<file path="src/rtl/ima_pkg.sv">
// Package with the IMA ADPCM step table, index moves, limits and direction codes.
`default_nettype none
package ima_pkg;

	localparam int unsigned StepWidth = 15;
	localparam int unsigned IdxWidth = 7;

	localparam logic [IdxWidth-1:0] MaxIndex = 7'd88;
	localparam logic signed [15:0] PcmMax = 16'sh7FFF;
	localparam logic signed [15:0] PcmMin = 16'sh8000;

	typedef logic [StepWidth-1:0] step_t;
	typedef logic [IdxWidth-1:0] idx_t;

	typedef enum logic {
		DIR_ENCODE = 1'b0,
		DIR_DECODE = 1'b1
	} dir_t;

	localparam step_t StepTable [0:88] = '{
		15'd7, 15'd8, 15'd9, 15'd10, 15'd11, 15'd12, 15'd13, 15'd14,
		15'd16, 15'd17, 15'd19, 15'd21, 15'd23, 15'd25, 15'd28, 15'd31,
		15'd34, 15'd37, 15'd41, 15'd45, 15'd50, 15'd55, 15'd60, 15'd66,
		15'd73, 15'd80, 15'd88, 15'd97, 15'd107, 15'd118, 15'd130, 15'd143,
		15'd157, 15'd173, 15'd190, 15'd209, 15'd230, 15'd253, 15'd279, 15'd307,
		15'd337, 15'd371, 15'd408, 15'd449, 15'd494, 15'd544, 15'd598, 15'd658,
		15'd724, 15'd796, 15'd876, 15'd963, 15'd1060, 15'd1166, 15'd1282, 15'd1411,
		15'd1552, 15'd1707, 15'd1878, 15'd2066, 15'd2272, 15'd2499, 15'd2749,
		15'd3024, 15'd3327, 15'd3660, 15'd4026, 15'd4428, 15'd4871, 15'd5358,
		15'd5894, 15'd6484, 15'd7132, 15'd7845, 15'd8630, 15'd9493, 15'd10442,
		15'd11487, 15'd12635, 15'd13899, 15'd15289, 15'd16818, 15'd18500,
		15'd20350, 15'd22385, 15'd24623, 15'd27086, 15'd29794, 15'd32767
	};

	// Indexes above the top of the table read as the last entry.
	function automatic step_t step_size(input idx_t idx);
		step_t s;
		if (idx > MaxIndex) begin
			s = StepTable[MaxIndex];
		end else begin
			s = StepTable[idx];
		end
		return s;
	endfunction

	function automatic logic signed [4:0] idx_move(input logic [2:0] mag);
		logic signed [4:0] m;
		unique case (mag)
			3'd4: m = 5'sd2;
			3'd5: m = 5'sd4;
			3'd6: m = 5'sd6;
			3'd7: m = 5'sd8;
			default: m = -5'sd1;
		endcase
		return m;
	endfunction

endpackage
`default_nettype wire

</file>
<file path="src/rtl/ima_adpcm_codec.sv">
// Top level of the IMA ADPCM 4-bit encoder and decoder.
`default_nettype none
// IMA ADPCM codec: in encode direction each 16-bit sample request yields a 4-bit code
// plus the reconstructed sample, in decode direction each code yields the decoded
// sample (code_out reads zero). One request is taken every clock cycle unless a
// stalled result backs up the pipe. A request sits in the input register while the
// step table lookup, the three step comparisons and the saturating predictor and index
// update run, and the output register is loaded from it once the output side can
// advance. The predictor and step index are held in registers that this update reads
// and writes, so consecutive requests chain without gaps. A stalled result holds the
// output register, and the input stalls only once the input register is full as well.
// Write direction only while idle.
module ima_adpcm_codec (
	input  wire               clk,
	input  wire               arst_n,
	input  wire               cfg_valid,
	output logic              cfg_ready,
	input  wire               cfg_data,
	input  wire               in_valid,
	output logic              in_stall,
	input  wire signed [15:0] pcm_sample,
	input  wire        [3:0]  code_in,
	output logic              out_valid,
	input  wire               out_stall,
	output logic       [3:0]  code_out,
	output logic signed [15:0] sample_out
);
	import ima_pkg::*;

	dir_t dir_q;
	logic signed [15:0] pred_q;
	idx_t idx_q;

	logic valid_s1;
	logic signed [15:0] sample_s1;
	logic [3:0] code_s1;
	logic valid_s2;

	logic adv;
	logic load_s1;

	step_t step;
	logic signed [16:0] diff;
	logic [16:0] diff_abs;
	logic [15:0] mag;
	logic [15:0] rem1;
	logic [15:0] rem2;
	logic enc_neg;
	logic c2, c1, c0;
	logic [3:0] code;
	logic [15:0] dq;
	logic signed [17:0] p_sum;
	logic signed [15:0] p_new;
	logic signed [7:0] idx_sum;
	idx_t idx_new;

	assign cfg_ready = 1'b1;

	assign adv = !valid_s2 || !out_stall;
	assign in_stall = valid_s1 && !adv;
	assign load_s1 = in_valid && !in_stall;

	// Encode: sign of the difference, then three successive step comparisons; decode takes the input code.
	always_comb begin
		step = step_size(idx_q);
		diff = 17'(sample_s1) - 17'(pred_q);
		enc_neg = diff[16];
		diff_abs = enc_neg ? 17'(-diff) : 17'(diff);
		mag = diff_abs[15:0];
		c2 = mag >= 16'(step);
		rem1 = c2 ? mag - 16'(step) : mag;
		c1 = rem1 >= 16'(step >> 1);
		rem2 = c1 ? rem1 - 16'(step >> 1) : rem1;
		c0 = rem2 >= 16'(step >> 2);
		if (dir_q == DIR_ENCODE) begin
			code = {enc_neg, c2, c1, c0};
		end else begin
			code = code_s1;
		end
	end

	// Predictor and index update shared by both directions.
	always_comb begin
		dq = 16'(step >> 3);
		if (code[2]) begin
			dq = dq + 16'(step);
		end
		if (code[1]) begin
			dq = dq + 16'(step >> 1);
		end
		if (code[0]) begin
			dq = dq + 16'(step >> 2);
		end
		if (code[3]) begin
			p_sum = 18'(pred_q) - $signed({2'b00, dq});
		end else begin
			p_sum = 18'(pred_q) + $signed({2'b00, dq});
		end
		priority if (p_sum > 18'(PcmMax)) begin
			p_new = PcmMax;
		end else if (p_sum < 18'(PcmMin)) begin
			p_new = PcmMin;
		end else begin
			p_new = p_sum[15:0];
		end
		idx_sum = $signed({1'b0, idx_q}) + 8'(idx_move(code[2:0]));
		priority if (idx_sum < 8'sd0) begin
			idx_new = '0;
		end else if (idx_sum > $signed({1'b0, MaxIndex})) begin
			idx_new = MaxIndex;
		end else begin
			idx_new = idx_sum[IdxWidth-1:0];
		end
	end

	always_ff @(posedge clk or negedge arst_n) begin
		if (!arst_n) begin
			dir_q <= DIR_ENCODE;
			pred_q <= '0;
			idx_q <= '0;
			valid_s1 <= 1'b0;
			valid_s2 <= 1'b0;
		end else begin
			if (cfg_valid && cfg_ready) begin
				dir_q <= dir_t'(cfg_data);
			end
			if (adv) begin
				valid_s1 <= load_s1;
				valid_s2 <= valid_s1;
			end else if (load_s1) begin
				valid_s1 <= 1'b1;
			end
			if (valid_s1 && adv) begin
				pred_q <= p_new;
				idx_q <= idx_new;
			end
		end
	end

	always_ff @(posedge clk) begin
		if (load_s1) begin
			sample_s1 <= pcm_sample;
			code_s1 <= code_in;
		end
		if (valid_s1 && adv) begin
			code_out <= (dir_q == DIR_ENCODE) ? code : 4'd0;
			sample_out <= p_new;
		end
	end

	assign out_valid = valid_s2;

endmodule
`default_nettype wire

</file>
<file path="config.mk">
export PLATFORM = sky130hd
export DESIGN_NAME = ima_adpcm_codec
export DESIGN_NICKNAME = d
export VERILOG_FILES = /design/src/rtl/ima_pkg.sv /design/src/rtl/ima_adpcm_codec.sv
export SDC_FILE = /design/constraint.sdc
export NUM_CORES = 1
export LEC_CHECK = 0
export BUFFER_PORTS_ARGS = -buffer_cell sky130_fd_sc_hd__buf_4
export CORE_UTILIZATION = 41
export DETAILED_ROUTE_END_ITERATION = 8
export GPL_ROUTABILITY_DRIVEN = 0
export PLACE_DENSITY = 0.68
export SLEW_MARGIN = 10
export SYNTH_ARGS = -nofsm -noshare
export SYNTH_HDL_FRONTEND = slang
export SYNTH_SLANG_ARGS = --single-unit
</file>
<file path="constraint.sdc">
create_clock -name clk -period 13.8 [get_ports clk]
set_clock_uncertainty 0.15 [all_clocks]
set_input_delay 2.76 -clock clk [delete_from_list [all_inputs] [get_ports clk]]
set_output_delay 2.76 -clock clk [all_outputs]
set_load 0.1 [all_outputs]
</file>
==> results.md <==
- Outcome: finished clean
- DIE AREA: 29200 um2
- Yosys cell types: 88
- First-pass GRT wire length: 56700 um
- # IOs: 49
- Synth Warn #: 0
- Critical path class: reg -> reg
- Via count: 12000
- Hold Crit Class: reg -> reg
- Area Overhead vs Synth: 16.4%
- Initial Utilization: 41.9%
- Post-route minimum period: 13400 ps
- Vertical die dimension: 171 um
- Initial antenna violation count: 0
- GR Util All Layers: 24.2%
- Grt total ovfl: 0
- Syn Std Cell Area: 11700 um2
- Drt drc: 0
- Hold path depth: 1
- Slew margin rel.: 27.7%
- Post-Synthesis Cells: 1529
- Post-synthesis net count: 1705
- Clock transition at path regs: 60 ps
- DRT Pass-1 Iters: 7
- Met2 global-route usage: 38.7%
- Met1 layer usage reported by global route: 33.3%
- Reg-to-Reg Start: pred_q[5]
- EDFF count, synth: 40
- Post-DR wirelength/cell: 18.1 um
- WHS Endpoint: out_valid
- Type of origin of the critical path: flop
- Largest net degree at the start of global routing: 40
- Hold_buf cts: 0
- Pin slew with the least headroom to its limit: 1080 ps
- Sequential-to-total area share from yosys stat: 15.8%
- Max Cap Viol: 0
- Final ANT Viol Nets: 0
- Reg-to-Reg End: pred_q[4]
- Die width: 171 um
- Most common cell after layout, fill and taps aside: ha_1
- Buffers on Ports: 47
- Register bit total from synthesis: 66
- Hold violation count in the final report: 0
- Reg2reg path depth: 63
- Main synth FF type: edfxtp_1
- CP peak stage delay: 420 ps
- Vias/cell: 5.99
- Worst setup EP type: flop
- Root buffer cell: clkbuf_16
- Clock Latency Late Sink: 340 ps
- Post-detailed-placement half-perimeter wirelength: 27500 um
- Area of the core: 27900 um2
- Htree depth: 3
- Most Crowded Layer GR: met2
- Non-Filler Instances: 2005
- CTS tree: done
- Max Fclk: 74.6 MHz
- Starting DRT DRC Count: 962
- Worst Path Required: 13850 ps
- # setup viols final: 0
- Post-synth ARST share: 39.4%
- WL final: 36300 um
- CP Max Fanout: 8
- Worst endpoint data arrival time: 13450 ps
- ANT cells: 0
- Share of cells above drive strength 1: 17.4%
- Register-to-register setup slack: 400 ps
- Final nets: 1798
- Met3 usage: 1.76%
- Most frequent cells in the layout: ha_1, nor2_1, buf_4
- Total clock buffers created by CTS: 9
- Hold wc startpoint: valid_s1
- Core Rows: 61
- Most numerous cell on the critical path: a21o_1
- Crit-path slowest cell: and4_2
- Num Clock Sinks: 66
- Mean Syn Cell Area: 7.66 um2
- Vias in the first global route: 10900
- Period utilization: 97.1%
- Slew Limit Fails: 0
- CTS Buffer Depth: 2
- Cell count after placement: 1963
-- per-layer routing --
metal / part of all wire [%] / wire length, um
met1: 44 / 16000
met2: 46 / 16600
met3: 6.5 / 2360
met4: 3.9 / 1400
met5: 0 / 0
-- kinds of logic after synthesis --
family | share of synthesized area [%]
flops | 15.8
mux | 4.45
xor+xnor | 8.90
fa+ha+maj | 16.5
other cells | 0.0320
simple gates | 20.7
compound gates | 28.0
buf+inv | 5.53
-- synthesized netlist by cell type (24+ instances only) --
library cell / count / area share (%)
a21o_1: 35 / 2.2
a21oi_1: 138 / 5.9
clkbuf_1: 37 / 1.2
dfrtp_1: 26 / 5.6
edfxtp_1: 40 / 10
ha_1: 142 / 15
inv_1: 88 / 2.8
nand2_1: 120 / 3.8
nand3_1: 33 / 1.4
nor2_1: 141 / 4.5
nor2b_1: 24 / 1.3
nor3_1: 51 / 2.2
o21ai_0: 103 / 4.4
xnor2_1: 78 / 5.8
xor2_1: 41 / 3.1
-- critical path: cells and delay by family (launching register included) --
| kind | cells | cell delay [ps] |
|---|---|---|
| adder cells (fa/ha/maj) | 7 | 2160 |
| flip-flops | 1 | 350 |
| AND/OR/NAND/NOR | 12 | 1920 |
| buffers and inverters | 5 | 590 |
| XOR/XNOR | 2 | 530 |
| multiplexers | 3 | 770 |
| AO/OA/AOI/OAI | 34 | 6750 |
-- repair_timing --
item                                    CTS  global route
endpoints found under the setup margin   32            32
cloned                                    1             2
pin swaps                                 2            28
resized for setup                        19            52
setup buffers                             2            21
-- sequential cells by signal (all words and copies together), names as in the netlist --
register    cells
code_out        4
code_s1         4
dir_q           1
idx_q           7
out_valid       1
pred_q         16
sample_out     16
sample_s1      16
valid_s1        1
-- how the worst max path moves through the flow --
stage                 startpoint             to  slack, ps  cells after the start
finish                 pred_q[5]      pred_q[4]        400                     63
global route        sample_s1[0]      pred_q[1]       -270                     66
global placement       pred_q[0]      pred_q[8]       -340                     58
detailed placement     pred_q[0]      pred_q[4]       -690                     63
CTS                 sample_s1[0]  sample_out[0]         10                     64
floorplan               idx_q[3]      pred_q[5]         50                     70
-- cell type report --
cell class	instances	area, um2
clock buffers	10	229
clock inverters	6	66.3
fillers	2774	14300
inverters	94	355
multi-input cells	1309	9540
flip-flops and latches	66	1850
well taps	378	473
repair buffers	142	1120
-- through the flow --
stage	instance area [um2]	utilization, %	hold slack (ps)	worst slack [ps]	setup TNS, ps
6_report	13600	48.8	342	400	0
5_1_grt	13600	48.8	373	-268	-6350
4_1_cts	13200	47.3	351	10.5	0
3_5_place_dp	12800	45.8	347	-687	-17970
3_3_place_gp	12800	45.8	315	-341	-7480
2_1_floorplan	11700	-	307	52.1	0
Power is not shown: default switching activity piles up to over one toggle a cycle in this logic, so the estimate is an artifact.
